[src/design/gkem_pkg.sv]
// shared types, constants and microcode table of the gamepad key event mapper
package gkem_pkg;

	// number of controller slots with tracked state
	localparam int USER_COUNT = 4;
	localparam int USER_W = 3;
	localparam int UIDX_W = (USER_COUNT > 1) ? $clog2(USER_COUNT) : 1;

	// virtual buttons: 16 digital buttons and two triggers
	localparam int VBUTTONS = 18;
	localparam int VB_W = 5;
	localparam logic [VB_W-1:0] VB_LEFT_TRIG = VB_W'(16);
	localparam logic [VB_W-1:0] VB_RIGHT_TRIG = VB_W'(17);
	localparam logic [VB_W-1:0] VB_LAST = VB_W'(VBUTTONS - 1);

	localparam int KEY_W = 8;
	localparam int CODES_PER_REG = 6;
	localparam int KC_REG_W = KEY_W * CODES_PER_REG;
	localparam int CFG_DATA_W = KC_REG_W;
	localparam logic [7:0] THRESHOLD_RESET = 8'd30;

	// configuration register indexes
	typedef enum logic [2:0] {
		REG_KEY_CODES_LOW = 3'd0,
		REG_KEY_CODES_MID = 3'd1,
		REG_KEY_CODES_HIGH = 3'd2,
		REG_CTRL_MASK = 3'd3,
		REG_SHIFT_MASK = 3'd4,
		REG_ALT_MASK = 3'd5,
		REG_TRIGGER_THRESHOLD = 3'd6
	} cfg_reg_t;

	// result kinds
	localparam logic KIND_KEY_EVENT = 1'b0;
	localparam logic KIND_POLL = 1'b1;

	// configuration seen by the datapath
	typedef struct packed {
		logic [KC_REG_W-1:0] key_codes_high;
		logic [KC_REG_W-1:0] key_codes_mid;
		logic [KC_REG_W-1:0] key_codes_low;
		logic [VBUTTONS-1:0] ctrl_mask;
		logic [VBUTTONS-1:0] shift_mask;
		logic [VBUTTONS-1:0] alt_mask;
		logic [7:0] trigger_threshold;
	} cfg_t;

	// microprogram steps
	typedef logic [1:0] step_t;
	localparam step_t STEP_LOAD = 2'd0;
	localparam step_t STEP_SCAN = 2'd1;
	localparam step_t STEP_FINAL = 2'd2;

	// sequencer jump kinds
	typedef enum logic [1:0] {
		JMP_NEXT,
		JMP_GOTO,
		JMP_BR_OOR,
		JMP_LOOP
	} jump_t;

	// one control word
	typedef struct packed {
		logic accept;
		logic scan;
		logic emit_final;
		jump_t jmp;
		step_t target;
	} uword_t;

	// datapath controls driven by the sequencer
	typedef struct packed {
		logic accept;
		logic scan;
		logic emit_final;
	} ctrl_t;

	// datapath status back to the sequencer
	typedef struct packed {
		logic hold;
		logic oor;
		logic scan_last;
	} status_t;

	// control store
	function automatic uword_t uc_rom(input step_t step);
		uword_t w;
		w = '0;
		case (step)
			// wait for a poll, skip the scan for an untracked user
			STEP_LOAD: begin
				w.accept = 1'b1;
				w.jmp = JMP_BR_OOR;
				w.target = STEP_FINAL;
			end
			// one virtual button per step
			STEP_SCAN: begin
				w.scan = 1'b1;
				w.jmp = JMP_LOOP;
				w.target = STEP_SCAN;
			end
			// filtered poll, state update
			STEP_FINAL: begin
				w.emit_final = 1'b1;
				w.jmp = JMP_GOTO;
				w.target = STEP_LOAD;
			end
			default: begin
				w.jmp = JMP_GOTO;
				w.target = STEP_LOAD;
			end
		endcase
		return w;
	endfunction

endpackage

[src/design/gkem_useq.sv]
// microcode sequencer: step counter, control store and jump logic
module gkem_useq (
	input logic clk,
	input logic arst_n,
	input gkem_pkg::status_t status,
	output gkem_pkg::ctrl_t ctrl
);
	import gkem_pkg::*;

	step_t step_q;
	step_t step_next;
	uword_t uw;

	assign uw = uc_rom(step_q);
	assign ctrl.accept = uw.accept;
	assign ctrl.scan = uw.scan;
	assign ctrl.emit_final = uw.emit_final;

	// next step selection
	always_comb begin
		step_next = step_q;
		if (!status.hold) begin
			unique case (uw.jmp)
				JMP_NEXT: step_next = step_q + step_t'(1);
				JMP_GOTO: step_next = uw.target;
				JMP_BR_OOR: step_next = status.oor ? uw.target : step_q + step_t'(1);
				JMP_LOOP: step_next = status.scan_last ? step_q + step_t'(1) : uw.target;
				default: step_next = STEP_LOAD;
			endcase
		end
	end

	// step counter
	always_ff @(posedge clk or negedge arst_n) begin
		if (!arst_n) begin
			step_q <= STEP_LOAD;
		end else begin
			step_q <= step_next;
		end
	end

	// the store never leaves its three steps
	a_step_range: assert property (@(posedge clk) disable iff (!arst_n)
		step_q == STEP_LOAD || step_q == STEP_SCAN || step_q == STEP_FINAL)
		else $error("sequencer left its program");
	// a scan step finishing on the last button moves to the final step
	a_scan_exit: assert property (@(posedge clk) disable iff (!arst_n)
		step_q == STEP_SCAN && status.scan_last && !status.hold |=> step_q == STEP_FINAL)
		else $error("scan did not end in final step");
	// an untracked user skips the scan
	a_oor_skip: assert property (@(posedge clk) disable iff (!arst_n)
		step_q == STEP_LOAD && !status.hold && status.oor |=> step_q == STEP_FINAL)
		else $error("out of range user entered scan");

endmodule

[src/design/gkem_dpath.sv]
// datapath: poll registers, per-user button state, button scan and result register
module gkem_dpath (
	input logic clk,
	input logic arst_n,
	input gkem_pkg::cfg_t cfg,
	input gkem_pkg::ctrl_t ctrl,
	output gkem_pkg::status_t status,
	input logic in_valid,
	output logic in_ready,
	input logic [gkem_pkg::USER_W-1:0] in_user,
	input logic [15:0] in_buttons,
	input logic [7:0] in_left,
	input logic [7:0] in_right,
	output logic out_valid,
	input logic out_ready,
	output logic out_kind,
	output logic [gkem_pkg::KEY_W-1:0] out_code,
	output logic out_up,
	output logic out_ctrl,
	output logic out_shift,
	output logic out_alt,
	output logic [15:0] out_buttons,
	output logic [7:0] out_left,
	output logic [7:0] out_right,
	output logic out_last
);
	import gkem_pkg::*;

	logic [VBUTTONS-1:0] prev_q [USER_COUNT];
	logic [USER_W-1:0] user_q;
	logic oor_q;
	logic [15:0] btn_q;
	logic [7:0] lt_q;
	logic [7:0] rt_q;
	logic [VBUTTONS-1:0] cur_q;
	logic [VBUTTONS-1:0] chg_q;
	logic [VB_W-1:0] idx_q;

	logic [KEY_W-1:0] codes [VBUTTONS];
	logic [KEY_W-1:0] code_sel;
	logic mapped;
	logic hit;
	logic out_free;
	logic in_take;
	logic in_oor;
	logic [VBUTTONS-1:0] in_cur;
	logic scan_fire;
	logic final_fire;
	logic out_load;

	// key code table unpacked from the three code registers
	always_comb begin
		for (int b = 0; b < CODES_PER_REG; b++) begin
			codes[b] = cfg.key_codes_low[b*KEY_W +: KEY_W];
			codes[b + CODES_PER_REG] = cfg.key_codes_mid[b*KEY_W +: KEY_W];
			codes[b + 2*CODES_PER_REG] = cfg.key_codes_high[b*KEY_W +: KEY_W];
		end
	end

	// current button under scan
	assign code_sel = codes[idx_q];
	assign mapped = (code_sel != '0);
	assign hit = mapped && chg_q[idx_q];

	// incoming poll as a virtual map
	assign in_oor = ({1'b0, in_user} >= (USER_W+1)'(USER_COUNT));
	assign in_cur = {in_right > cfg.trigger_threshold, in_left > cfg.trigger_threshold,
		in_buttons};

	// handshake and stall decisions
	assign out_free = !out_valid || out_ready;
	assign in_ready = ctrl.accept;
	assign in_take = ctrl.accept && in_valid;
	assign scan_fire = ctrl.scan && (!hit || out_free);
	assign final_fire = ctrl.emit_final && out_free;
	assign out_load = (scan_fire && hit) || final_fire;

	always_comb begin
		status.hold = (ctrl.accept && !in_valid) || (ctrl.scan && hit && !out_free)
			|| (ctrl.emit_final && !out_free);
		status.oor = in_oor;
		status.scan_last = (idx_q == VB_LAST);
	end

	// poll registers and scan index
	always_ff @(posedge clk) begin
		if (in_take) begin
			user_q <= in_user;
			oor_q <= in_oor;
			btn_q <= in_buttons;
			lt_q <= in_left;
			rt_q <= in_right;
			cur_q <= in_cur;
			chg_q <= in_cur ^ prev_q[in_user[UIDX_W-1:0]];
			idx_q <= '0;
		end else if (scan_fire) begin
			idx_q <= idx_q + VB_W'(1);
			if (mapped) begin
				if (idx_q == VB_LEFT_TRIG) begin
					lt_q <= '0;
				end else if (idx_q == VB_RIGHT_TRIG) begin
					rt_q <= '0;
				end else begin
					btn_q[idx_q[3:0]] <= 1'b0;
				end
			end
		end
	end

	// per-user previous virtual map
	always_ff @(posedge clk or negedge arst_n) begin
		if (!arst_n) begin
			for (int u = 0; u < USER_COUNT; u++) begin
				prev_q[u] <= '0;
			end
		end else if (final_fire && !oor_q) begin
			prev_q[user_q[UIDX_W-1:0]] <= cur_q;
		end
	end

	// result register valid
	always_ff @(posedge clk or negedge arst_n) begin
		if (!arst_n) begin
			out_valid <= 1'b0;
		end else if (out_load) begin
			out_valid <= 1'b1;
		end else if (out_ready) begin
			out_valid <= 1'b0;
		end
	end

	// result register payload
	always_ff @(posedge clk) begin
		if (out_load) begin
			if (final_fire) begin
				out_kind <= KIND_POLL;
				out_code <= '0;
				out_up <= 1'b0;
				out_ctrl <= 1'b0;
				out_shift <= 1'b0;
				out_alt <= 1'b0;
				out_buttons <= btn_q;
				out_left <= lt_q;
				out_right <= rt_q;
				out_last <= 1'b1;
			end else begin
				out_kind <= KIND_KEY_EVENT;
				out_code <= code_sel;
				out_up <= !cur_q[idx_q];
				out_ctrl <= cfg.ctrl_mask[idx_q];
				out_shift <= cfg.shift_mask[idx_q];
				out_alt <= cfg.alt_mask[idx_q];
				out_buttons <= '0;
				out_left <= '0;
				out_right <= '0;
				out_last <= 1'b0;
			end
		end
	end

	// a pending result is never overwritten
	a_no_overwrite: assert property (@(posedge clk) disable iff (!arst_n)
		out_load |-> out_free)
		else $error("result register overwritten");
	// the scan index stays on a virtual button
	a_idx_range: assert property (@(posedge clk) disable iff (!arst_n)
		ctrl.scan |-> idx_q <= VB_LAST)
		else $error("scan index out of range");
	// the filtered poll closes the transaction group
	a_final_last: assert property (@(posedge clk) disable iff (!arst_n)
		final_fire |=> out_valid && out_last && out_kind == KIND_POLL)
		else $error("final result not marked last");

endmodule

[src/design/gamepad_to_key_event_mapper_top.sv]
// top level of the gamepad key event mapper: ports, configuration registers, sequencer and datapath
//
// Each accepted poll runs one load step, one scan step for each of the 18 virtual buttons and
// one step for the filtered poll result; a poll from an untracked user skips the scan steps.
// The microcode sequencer runs one step per cycle while it is not held: the load step waits
// for a poll, and a step that has to emit a result waits while the single result register is
// still full, so back-pressure on the master side stalls the sequencer. A poll yields up to 18
// key event transactions followed by the filtered poll transaction, which carries tlast.
// No new poll is taken until the final result of the previous one is in the result register.
module gamepad_to_key_event_mapper_top (
	input logic clk,
	input logic arst_n,
	// configuration write port
	input logic cfg_we,
	input logic [2:0] cfg_index,
	input logic [gkem_pkg::CFG_DATA_W-1:0] cfg_data,
	// poll input
	input logic s_tvalid,
	output logic s_tready,
	// user_number[2:0], buttons_in[18:3], left_trigger_in[26:19], right_trigger_in[34:27]
	input logic [39:0] s_tdata,
	// result output
	output logic m_tvalid,
	input logic m_tready,
	// key_code[7:0], key_up[8], with_ctrl[9], with_shift[10], with_alt[11],
	// buttons_out[27:12], left_trigger_out[35:28], right_trigger_out[43:36]
	output logic [47:0] m_tdata,
	// result_kind[0]
	output logic m_tuser,
	output logic m_tlast
);
	import gkem_pkg::*;

	cfg_t cfg_q;
	ctrl_t ctrl;
	status_t status;

	logic out_kind;
	logic [KEY_W-1:0] out_code;
	logic out_up;
	logic out_ctrl;
	logic out_shift;
	logic out_alt;
	logic [15:0] out_buttons;
	logic [7:0] out_left;
	logic [7:0] out_right;

	// configuration registers
	always_ff @(posedge clk or negedge arst_n) begin
		if (!arst_n) begin
			cfg_q.key_codes_low <= '0;
			cfg_q.key_codes_mid <= '0;
			cfg_q.key_codes_high <= '0;
			cfg_q.ctrl_mask <= '0;
			cfg_q.shift_mask <= '0;
			cfg_q.alt_mask <= '0;
			cfg_q.trigger_threshold <= THRESHOLD_RESET;
		end else if (cfg_we) begin
			unique case (cfg_index)
				REG_KEY_CODES_LOW: cfg_q.key_codes_low <= cfg_data;
				REG_KEY_CODES_MID: cfg_q.key_codes_mid <= cfg_data;
				REG_KEY_CODES_HIGH: cfg_q.key_codes_high <= cfg_data;
				REG_CTRL_MASK: cfg_q.ctrl_mask <= cfg_data[VBUTTONS-1:0];
				REG_SHIFT_MASK: cfg_q.shift_mask <= cfg_data[VBUTTONS-1:0];
				REG_ALT_MASK: cfg_q.alt_mask <= cfg_data[VBUTTONS-1:0];
				REG_TRIGGER_THRESHOLD: cfg_q.trigger_threshold <= cfg_data[7:0];
				default: ;
			endcase
		end
	end

	// microprogram control
	gkem_useq u_useq (
		.clk(clk),
		.arst_n(arst_n),
		.status(status),
		.ctrl(ctrl)
	);

	// datapath
	gkem_dpath u_dpath (
		.clk(clk),
		.arst_n(arst_n),
		.cfg(cfg_q),
		.ctrl(ctrl),
		.status(status),
		.in_valid(s_tvalid),
		.in_ready(s_tready),
		.in_user(s_tdata[2:0]),
		.in_buttons(s_tdata[18:3]),
		.in_left(s_tdata[26:19]),
		.in_right(s_tdata[34:27]),
		.out_valid(m_tvalid),
		.out_ready(m_tready),
		.out_kind(out_kind),
		.out_code(out_code),
		.out_up(out_up),
		.out_ctrl(out_ctrl),
		.out_shift(out_shift),
		.out_alt(out_alt),
		.out_buttons(out_buttons),
		.out_left(out_left),
		.out_right(out_right),
		.out_last(m_tlast)
	);

	// output packing
	assign m_tdata = {4'b0000, out_right, out_left, out_buttons, out_alt, out_shift, out_ctrl,
		out_up, out_code};
	assign m_tuser = out_kind;

endmodule

[config.mk]
export PLATFORM = sky130hd
export DESIGN_NAME = gamepad_to_key_event_mapper_top
export DESIGN_NICKNAME = d
export VERILOG_FILES = /design/src/design/gkem_pkg.sv /design/src/design/gkem_useq.sv /design/src/design/gkem_dpath.sv /design/src/design/gamepad_to_key_event_mapper_top.sv
export SDC_FILE = /design/constraint.sdc
export NUM_CORES = 1
export LEC_CHECK = 0
export ABC_CLOCK_PERIOD_IN_PS = 5300
export BUFFER_PORTS_ARGS = -buffer_cell sky130_fd_sc_hd__buf_2
export CAP_MARGIN = 5
export CORE_ASPECT_RATIO = 0.7
export CORE_MARGIN = 2
export CORE_UTILIZATION = 40
export CTS_CLUSTER_DIAMETER = 100
export CTS_CLUSTER_SIZE = 12
export DETAILED_ROUTE_END_ITERATION = 8
export GPL_TIMING_DRIVEN = 0
export HOLD_SLACK_MARGIN = 0.08
export PLACE_DENSITY = 0.59
export SYNTH_ARGS = -nofsm -noshare
export SYNTH_HDL_FRONTEND = slang
export SYNTH_SLANG_ARGS = --single-unit
[constraint.sdc]
create_clock -name clk -period 5.3 [get_ports clk]
set_input_delay 1.06 -clock clk [delete_from_list [all_inputs] [get_ports clk]]
set_output_delay 1.06 -clock clk [all_outputs]
set_load 0.03 [all_outputs]
==> impl_metrics.json, run 1 <==
{
  "outcome": "complete, no violations",
  "final_cells": 1995,
  "arrival_ns": 4.28,
  "synth_warnings": 0,
  "synth_area_leaders": "dfrtp_1, edfxtp_1, mux2_2",
  "clock-sinks": 402,
  "vdd_drop_max_uv": 243.4,
  "drc": 0,
  "post_cts_buffers": 0,
  "io_pins": 148,
  "yosysMostFrequentCell": "mux2_2",
  "final_cell_area_sq_um": 20780,
  "n_fill_cell": 3957,
  "path_clk_slew_ns": 0.07,
  "postRouteAntennaNets": 0,
  "coreArea_sq_um": 44810,
  "setup_violations": 0,
  "fin_nets": 1489,
  "hold_path.class": "input port to async pin",
  "gp_congestion": 0.8343,
  "dr_wl_met3_um": 2473,
  "cts_buffers": 39,
  "drive_gt1_frac": 0.4088,
  "synth_edf_count": 116,
  "drt_pass1_iterations": 4,
  "cp-endpoint": "u_dpath.out_code[3]",
  "drt-met1-wl_um": 22940,
  "power_density_nw_per_um2": 533.4,
  "cts_buffer_depth": 3,
  "min_period_over_period": 0.7562,
  "synth_largest_area_cell": "dfrtp_1",
  "routed-wl-met2_um": 20620,
  "end_kind": "flop",
  "ys_seq_area_frac": 0.5871,
  "hpwl_um": 34250,
  "rr_worst_depth": 10,
  "die_w_um": 258.2,
  "synthTopCellsByCount": "mux2_2, dfrtp_1, edfxtp_1",
  "crit_type": "flop to flop",
  "worst_skew_pair.late_latency_ns": 0.55,
  "vias": 10830,
  "critPathRequiredTime_ns": 5.58,
  "p_leak_uw": 0.008681,
  "finalHoldViolCount": 0,
  "grt-ovfl-total": 0,
  "htreeDepth": 2,
  "row_count": 65,
  "cts_hold_buf": 0,
  "max_stage_delay_ns": 0.64,
  "viasPerCell": 5.428,
  "rsz0062_at_grt": "false",
  "cts-root-buf": "clkbuf_16",
  "synthArstFlopShare": 0.6990,
  "start_util": 0.4037,
  "path_max_fanout": 25,
  "syn_to_final_growth_pct": 14.89,
  "grt_usage": 0.2040,
  "diodes": 0,
  "ys_ff_latch": 402,
  "grt_pass1_vias": 11140,
  "antenna_found_initial": 7,
  "grt_max_degree": 116,
  "placed_area_sq_um": 19660,
  "netlist_area_sq_um": 18090,
  "synth_top_area_frac": 0.3832,
  "crit_slowest_cell": "clkbuf_1",
  "wire_per_inst_um": 23.47,
  "crit_path_start_kind": "flop",
  "syn_avg_cell_area_sq_um": 15.30,
  "drv_cap": 0,
  "drv_slew": 0,
  "syn-instance-count": 1182,
  "cts_resized": 0,
  "final_core_util": 0.4638,
  "dieArea_sq_um": 46970,
  "synth_top_flop_cell": "dfrtp_1",
  "path_cells": "buf_4 -> clkbuf_1 -> mux4_1 -> a22oi_1 -> nand2_1 -> nor4_4 -> a21oi_2 -> a311oi_4 -> nor2_4 -> buf_12",
  "crit_start": "u_dpath.idx_q[1]",
  "first_iter_violations": 662,
  "top_layer_used": "met4",
  "fin_skew_ns": 0.03049,
  "slew_headroom": 0.2273,
  "r2r-end": "u_dpath.out_code[3]",
  "wirelength_um": 46820,
  "fin_crit_ns": 4.008,
  "cts_tree": "built",
  "dpl.cell_count": 1929,
  "grt_pass1_wl_um": 71330,
  "r2r_start": "u_dpath.idx_q[1]",
  "fmax_mhz": 249.5,
  "portBuffers": 136,
  "regToRegSetupSlack_ns": 1.29,
  "ys_types": 52,
  "fp.dieH_um": 181.9,
  "worst_pin_slew_ns": 1.159
}
[report_power, final]
| group | total (uW) | internal [uW] | switching, uW | leakage, uW |
|---|---|---|---|---|
| combinational | 3650 | 1650 | 2000 | 0.00360 |
| clock | 2570 | 1400 | 1170 | 0.000537 |
| sequential | 4870 | 4380 | 488 | 0.00455 |
| total | 11100 | 7430 | 3650 | 0.00868 |
[stage by stage]
stage | setup slack (ns) | power, uW | setup TNS, ns | hold slack (ns)
after floorplan | 1.252 | 7392 | 0 | 0.4720
after global placement | -2.226 | 8459 | -630.14 | 0.4814
after detailed placement | 1.151 | 8591 | 0 | 0.4884
after CTS | 1.113 | 11180 | 0 | 0.4411
after global routing | 1.108 | 11680 | 0 | 0.4536
final | 1.292 | 11090 | 0 | 0.4258
[registers in the layout, indices dropped and copies added, names as in the netlist]
name and cells:
u_dpath.out_code 8, u_dpath.idx_q 5, u_dpath.out_shift 1, u_dpath.lt_q 8
u_dpath.prev_q 72, u_dpath.out_alt 1, u_dpath.cur_q 18, u_dpath.out_right 8
u_dpath.btn_q 16, u_dpath.out_up 1, u_dpath.out_ctrl 1, u_dpath.oor_q 1
u_dpath.out_valid 1, u_dpath.out_kind 1, u_dpath.rt_q 8, cfg_q 206
u_dpath.user_q 2, u_useq.step_q 2, u_dpath.out_buttons 16, u_dpath.chg_q 18
u_dpath.out_left 8
[critical path: cells and delay by family (launching register included)]
| kind | cells | cell delay [ns] |
|---|---|---|
| AOI/OAI and AO/OA | 3 | 0.83 |
| buffers and inverters | 3 | 1.15 |
| and+or+nand+nor | 3 | 0.89 |
| DFF | 1 | 0.37 |
| muxes | 1 | 0.45 |
[final cells by class]
class / instances / area [sq um] / share of cell area
Timing Repair Buffer: 142 / 798.3 / 0.03841
Tap cell: 603 / 754.5 / 0.03630
Sequential cell: 402 / 10620 / 0.5110
Clock buffer: 61 / 1080 / 0.05195
Inverter: 18 / 67.56 / 0.003251
Buffer: 76 / 397.9 / 0.01914
Multi-Input combinational cell: 689 / 7030 / 0.3383
Clock inverter: 4 / 35.03 / 0.001686
[layout by cell type (no fill, tap or decap), types with 3 or more instances in the layout]
| master | count |
|---|---|
| o21ai_0 | 7 |
| a21o_1 | 3 |
| inv_1 | 18 |
| nand4b_1 | 3 |
| nor2_1 | 36 |
| ha_1 | 25 |
| a22oi_1 | 17 |
| buf_2 | 142 |
| xor2_1 | 18 |
| nand2_1 | 66 |
| conb_1 | 4 |
| mux2_2 | 278 |
| a31o_2 | 3 |
| buf_12 | 4 |
| clkbuf_16 | 40 |
| nand2b_1 | 5 |
| clkbuf_1 | 66 |
| xnor2_1 | 3 |
| mux4_1 | 11 |
| edfxtp_1 | 116 |
| dfrtp_1 | 277 |
| and3_1 | 47 |
| nand4_1 | 5 |
| mux2i_1 | 14 |
| dfxtp_1 | 5 |
| nor2b_1 | 4 |
| a21oi_1 | 21 |
| mux4_2 | 64 |
| o211ai_1 | 3 |
| buf_4 | 15 |
| buf_1 | 6 |
| dfstp_2 | 4 |
| nand3_1 | 26 |
[how the worst min path moves through the flow]
stage	start	to	slack (ns)	depth (start not counted)
floorplan	cfg_q[137]	cfg_q[137]	0.47	1
global placement	cfg_q[71]	cfg_q[71]	0.48	1
detailed placement	u_dpath.prev_q[12]	u_dpath.prev_q[12]	0.49	1
CTS	arst_n	u_dpath.out_valid	0.44	1
global route	arst_n	u_dpath.out_valid	0.45	1
finish	arst_n	u_dpath.out_valid	0.43	1
[metal layers]
layer | GRT usage | vias up
met1 | 0.3079 | 5710
met5 | 0 | -
met4 | 0.04393 | 0
met2 | 0.3087 | 266
met3 | 0.03573 | 60
li1 | - | 4792
[logic make-up (layout without fill, tap and decap cells)]
group,count (synthesis),count (layout),synth area share
adders and majority gates,25,25,0.01729
AOI/OAI and AO/OA,68,68,0.02601
buffers and inverters,94,301,0.02566
muxes,368,368,0.2773
xor gates and xnor gates,21,21,0.01017
other,1,4,0.0002073
and+or+nand+nor,203,203,0.05630
DFF,402,402,0.5871
Power figures use the tool's default switching activity.
==> run 2, diff against run 1 <==
ABC_AREA = 1   (was not set)
ABC_CLOCK_PERIOD_IN_PS = 3600   (was 5300)
PLACE_DENSITY = 0.61   (was 0.59)
clock period = 3.6 ns   (was 5.3 ns; I/O delays follow)
==> impl_metrics.json, run 2 <==
{
  "outcome": "complete, no violations",
  "ys_types": 39,
  "final_cell_area_sq_um": 21200,
  "portBuffers": 138,
  "final_core_util": 0.4671,
  "finalHoldViolCount": 0,
  "max_stage_delay_ns": 0.53,
  "syn-instance-count": 2167,
  "fin_nets": 2474,
  "antenna_found_initial": 1,
  "setup_violations": 0,
  "comb_power_share": 0.368,
  "drt_pass1_iterations": 5,
  "final_common_cell": "nand2_1",
  "slew_headroom": 0.4932,
  "gp_congestion": 0.9603,
  "synth_area_leaders": "dfrtp_1, edfxtp_1, nand2_1",
  "path_cells": "buf_4 -> buf_1 -> nand3_1 -> nand2_1 -> nand2_1 -> nand2_1 -> nor2_1 -> nor2_1 -> nor2_1 -> nand2_1 -> nor2_2 -> nand2_2 -> nand4_1 -> nand2_4 -> buf_16",
  "ys_seq_area_frac": 0.5741,
  "mostFrequentLayoutCells": "nand2_1, o21ai_0, dfrtp_1",
  "synth_warnings": 0,
  "fin_skew_ns": 0.02194,
  "wire_per_inst_um": 20.65,
  "p_leak_uw": 0.01027,
  "htreeDepth": 2,
  "final_cells": 2978,
  "cts_tree": "built",
  "vdd_drop_max_uv": 311.3,
  "cts-root-buf": "clkbuf_16",
  "rsz0062_at_grt": "false",
  "worst_pin_slew_ns": 0.7603,
  "path_max_fanout": 26,
  "fmax_mhz": 300.7,
  "row_count": 65,
  "start_util": 0.4076,
  "largest_reg_flops": 206,
  "total_power_uw": 17120,
  "cp_common_cell": "nand2_1",
  "coreArea_sq_um": 45380,
  "placed_area_sq_um": 20070,
  "fp.dieH_um": 183.9,
  "synth_top_flop_cell": "dfrtp_1",
  "grt_pass1_vias": 14980,
  "synthTopCellsByCount": "nand2_1, o21ai_0, dfrtp_1",
  "viasPerCell": 5.300,
  "drv_cap": 0,
  "vias": 15780,
  "min_period_over_period": 0.9238,
  "dieArea_sq_um": 48010,
  "largest_register": "cfg_q",
  "drive_gt1_frac": 0.1044,
  "critPathTopFamily": "simple AND/OR/NAND/NOR gates",
  "cts_buffers": 39,
  "critPathRequiredTime_ns": 3.85,
  "cts_buffer_depth": 3,
  "hold_path.class": "input port to async pin",
  "largestRegisters": "cfg_q: 206 flops, u_dpath.prev_q: 72 flops",
  "switchingPower_uw": 6874,
  "swShare": 0.4014,
  "power_density_nw_per_um2": 807.8,
  "pwr-share-clk": 0.224,
  "hpwl_um": 44220,
  "syn_to_final_growth_pct": 14.58,
  "grt-ovfl-total": 0,
  "seqPwrFrac": 0.409,
  "path_clk_slew_ns": 0.06,
  "grt_usage": 0.2579,
  "syn_avg_cell_area_sq_um": 8.537,
  "io_pins": 148,
  "netlist_area_sq_um": 18500,
  "dpl.cell_count": 2915,
  "grt_pass1_wl_um": 92340,
  "wirelength_um": 61500,
  "yosysMostFrequentCell": "nand2_1",
  "arrival_ns": 3.58,
  "diodes": 0,
  "worst_skew_pair.late_latency_ns": 0.56,
  "synthArstFlopShare": 0.6990,
  "synth_largest_area_cell": "dfrtp_1",
  "grt_max_degree": 125,
  "internal_power_uw": 10250,
  "clock-sinks": 402,
  "die_w_um": 261.0,
  "crit_path_start_kind": "flop",
  "fin_crit_ns": 3.326,
  "postRouteAntennaNets": 0,
  "end_kind": "flop",
  "path_buf_inv": 3,
  "first_iter_violations": 1885,
  "drc": 0,
  "crit_type": "flop to flop",
  "synth_edf_count": 116,
  "synth_top_area_frac": 0.3747,
  "ys_ff_latch": 402,
  "crit_slowest_cell": "buf_1",
  "post_cts_buffers": 0,
  "drv_slew": 0
}
## run 2: cell count changes in the layout (fill, tap and decap cells not counted), moves of 47 or more
cell and change:
mux4_2 -64, nand2_1 +595, inv_1 +204, o21ai_0 +351, mux2_2 -278, and3_1 -47
nor2_1 +135
## run 2: per-stage QoR
stage / setup TNS [ns] / hold WS (ns) / setup WS (ns)
floorplan: 0 / 0.4244 / 0.6292
global placement: -1006.42 / 0.4612 / -3.517
detailed placement: 0 / 0.4675 / 0.02902
finish: 0 / 0.1155 / 0.2741
global route: 0 / 0.1548 / 0.08487
CTS: 0 / 0.1395 / 0.01662
## run 2: repair_timing
action / CTS / global route
endpoints found under the setup margin: 0 / 81
gates resized for setup: 0 / 5
hold buffers: 0 / 0
## run 2: power groups by stage
stage | logic (uW) | registers, uW | clock network (uW)
floorplan | 3560 | 7370 | 0
global placement | 6010 | 7060 | 0
detailed placement | 6180 | 7060 | 0
CTS | 6200 | 6990 | 3870
global route | 6940 | 7140 | 4060
finish | 6300 | 7000 | 3830
## run 2: final timing paths
check                                  from                      end  slack, ns  depth (start not counted)
min reg2reg                       cfg_q[18]                cfg_q[18]       0.48                          2
min in group clk                s_tdata[17]        u_dpath.cur_q[14]       0.38                          1
max in group asynchronous            arst_n               cfg_q[118]       2.04                          3
min                                  arst_n         u_useq.step_q[0]       0.12                          1
max reg2reg                u_dpath.idx_q[1]  u_dpath.out_buttons[11]       0.27                         15
max                        u_dpath.idx_q[1]  u_dpath.out_buttons[11]       0.27                         15
## run 2: logic make-up after synthesis
family                     after synthesis  synth area share
and+or+nand+nor                        919            0.1947
adders and majority gates               25           0.01691
buffers and inverters                  357           0.07961
DFF                                    402            0.5741
other                                    1         0.0002027
AOI/OAI and AO/OA                      441            0.1240
muxes                                    1         0.0005411
xor gates and xnor gates                21          0.009943
## run 2: per-layer routing
layer	up-vias	GRT usage	wire, um
met5	-	0	0
met4	0	0.05955	1195
met3	78	0.06038	6771
met2	782	0.3518	24640
met1	7629	0.4075	28900
li1	7295	-	-
## run 2: area by class of cell
| cell class | count | area (sq um) |
|---|---|---|
| inverter | 230 | 865.8 |
| fill | 4465 | 24180 |
| buffer | 127 | 609.3 |
| timing repair buffer | 142 | 803.3 |
| multi-input combinational | 1411 | 6434 |
| clock inverter | 3 | 33.78 |
| sequential | 402 | 10620 |
| tap | 603 | 754.5 |
| clock buffer | 60 | 1076 |
==> run 3, diff against run 2 <==
ABC_CLOCK_PERIOD_IN_PS = 3100   (was 3600)
PLACE_DENSITY = 0.59   (was 0.61)
clock period = 3.1 ns   (was 3.6 ns; I/O delays follow)
==> impl_metrics.json, run 3 (synthesized netlist as in run 2, its figures left out) <==
{
  "largestRegisters": "cfg_q: 206 flops, u_dpath.prev_q: 72 flops",
  "path_clk_slew_ns": 0.06,
  "min_period_over_period": 0.9647,
  "cts_buffers": 39,
  "largest_register": "cfg_q",
  "fin_nets": 2477,
  "cts-root-buf": "clkbuf_16",
  "placed_area_sq_um": 20060,
  "path_cells": "buf_6 -> inv_2 -> buf_4 -> buf_6 -> nand2_1 -> nand2_1 -> nand2_1 -> nand2_1 -> nor2_1 -> nor2_1 -> nor2_1 -> nand2_1 -> nor2_4 -> nand2_2 -> nand3_4 -> nand2_4 -> inv_4 -> nand3_4 -> nand2_8",
  "switchingPower_uw": 8195,
  "die_w_um": 261.0,
  "coreArea_sq_um": 45380,
  "drive_gt1_frac": 0.1136,
  "clock-sinks": 402,
  "cp_common_cell": "nand2_1",
  "power_density_nw_per_um2": 945.5,
  "path_buf_inv": 5,
  "max_stage_delay_ns": 0.39,
  "pre_cts_ws_ns": -0.4842,
  "outcome": "complete, no violations",
  "finalHoldViolCount": 0,
  "largest_reg_flops": 206,
  "crit_slowest_cell": "dfxtp_1",
  "crit_path_start_kind": "flop",
  "arrival_ns": 3.23,
  "wire_per_inst_um": 20.78,
  "cts_buffer_depth": 3,
  "rsz0062_at_grt": "true",
  "portBuffers": 138,
  "dieArea_sq_um": 48010,
  "vias": 16010,
  "drv_cap": 0,
  "fmax_mhz": 334.4,
  "end_kind": "flop",
  "fin_ws_ns": 0.1094,
  "grt_pass1_vias": 15280,
  "final_core_util": 0.4706,
  "final_common_cell": "nand2_1",
  "mostFrequentLayoutCells": "nand2_1, o21ai_0, dfrtp_1",
  "worst_skew_pair.late_latency_ns": 0.56,
  "hpwl_um": 44510,
  "path_max_fanout": 10,
  "n_fill_cell": 4477,
  "drv_slew": 0,
  "worst_pin_slew_ns": 1.012,
  "fin_skew_ns": 0.02963,
  "internal_power_uw": 12000,
  "postRouteAntennaNets": 0,
  "fin_tns_setup_ns": 0,
  "crit_type": "flop to flop",
  "critPathTopFamily": "simple AND/OR/NAND/NOR gates",
  "cts_tree": "built",
  "start_util": 0.4076,
  "drt_pass1_iterations": 6,
  "grt_max_degree": 120,
  "final_cell_area_sq_um": 21350,
  "critPathRequiredTime_ns": 3.34,
  "first_iter_violations": 2028,
  "htreeDepth": 2,
  "seqPwrFrac": 0.404,
  "row_count": 65,
  "viasPerCell": 5.375,
  "io_pins": 148,
  "wirelength_um": 61910,
  "grt_pass1_wl_um": 93420,
  "gp_congestion": 0.9371,
  "vdd_drop_max_uv": 406.9,
  "grt_usage": 0.2597,
  "comb_power_share": 0.378,
  "slew_headroom": 0.3254,
  "fp.dieH_um": 183.9,
  "grt-ovfl-total": 0,
  "diodes": 0,
  "pwr-share-clk": 0.217,
  "antenna_found_initial": 0,
  "hold_path.class": "input port to flop",
  "setup_violations": 0,
  "swShare": 0.4059,
  "fin_crit_ns": 2.991,
  "drc": 0,
  "p_leak_uw": 0.01032,
  "syn_to_final_growth_pct": 15.43
}
[run 3: changes by cell type in the layout (fill, tap and decap cells not counted), moves of 5 or more]
cell / previous run / this run
clkbuf_1: 96 / 91
buf_2: 154 / 147
nor2_2: 5 / 10
clkbuf_4: 0 / 6
nor2_1: 171 / 164
[run 3: worst reg2reg max path: stages, from the launching register on]
cell	delay, ns
dfxtp_1	0.39
buf_6	0.16
inv_2	0.04
buf_4	0.18
buf_6	0.17
nand2_1	0.17
nand2_1	0.09
nand2_1	0.06
nand2_1	0.06
nor2_1	0.10
nor2_1	0.09
nor2_1	0.16
nand2_1	0.11
nor2_4	0.16
nand2_2	0.12
nand3_4	0.11
nand2_4	0.10
inv_4	0.10
nand3_4	0.15
nand2_8	0.17
[run 3: final timing paths]
kind,from,endpoint,slack [ns],depth (start not counted)
setup / recovery,u_dpath.idx_q[1],u_dpath.btn_q[1],0.11,19
hold / removal,s_tdata[0],u_dpath.user_q[0],0.27,1
setup reg to reg,u_dpath.idx_q[1],u_dpath.btn_q[1],0.11,19
hold reg to reg,u_dpath.prev_q[36],u_dpath.prev_q[36],0.48,2
max in group asynchronous,arst_n,cfg_q[51],1.10,4
min in group asynchronous,arst_n,u_dpath.prev_q[2],0.62,2
[run 3: layout make-up]
class | count | area [sq um] | share of cell area
sequential | 402 | 10620 | 0.4974
multi-input combinational | 1412 | 6543 | 0.3064
clock buffer | 57 | 1044 | 0.04887
inverter | 230 | 869.6 | 0.04072
timing repair buffer | 144 | 813.3 | 0.03809
tap | 603 | 754.5 | 0.03533
buffer | 127 | 674.4 | 0.03158
clock inverter | 4 | 35.03 | 0.001641
[run 3: power by group through the flow]
stage / clock network (uW) / logic [uW] / registers (uW)
2_1_floorplan: 0 / 4130 / 8560
3_3_place_gp: 0 / 6990 / 8230
3_5_place_dp: 0 / 7180 / 8220
4_1_cts: 4450 / 7320 / 8140
5_1_grt: 4680 / 8360 / 8320
6_report: 4390 / 7630 / 8170
[run 3: through the flow]
step                      instances  power, uW  hold slack, ns
after floorplan                2170      12690          0.3244
after global placement         2911      15220          0.4605
after detailed placement       2915      15400          0.4685
after CTS                      2979      19910          0.2564
after global routing           2979      21360          0.2639
final                          2979      20190          0.2713
[run 3: metal layers]
layer | global-route usage | share of wire
met2 | 0.3496 | 0.40
met3 | 0.06121 | 0.12
met1 | 0.4092 | 0.46
met4 | 0.07273 | 0.027
met5 | 0 | 0
[run 3: what timing repair did]
action,in CTS,in global routing
hold buffers,1,0
hold endpoints to repair,39,0
endpoints found under the setup margin,101,143
gates resized for setup,16,39
pin swaps,2,4
gates cloned,1,0
setup buffers,1,0
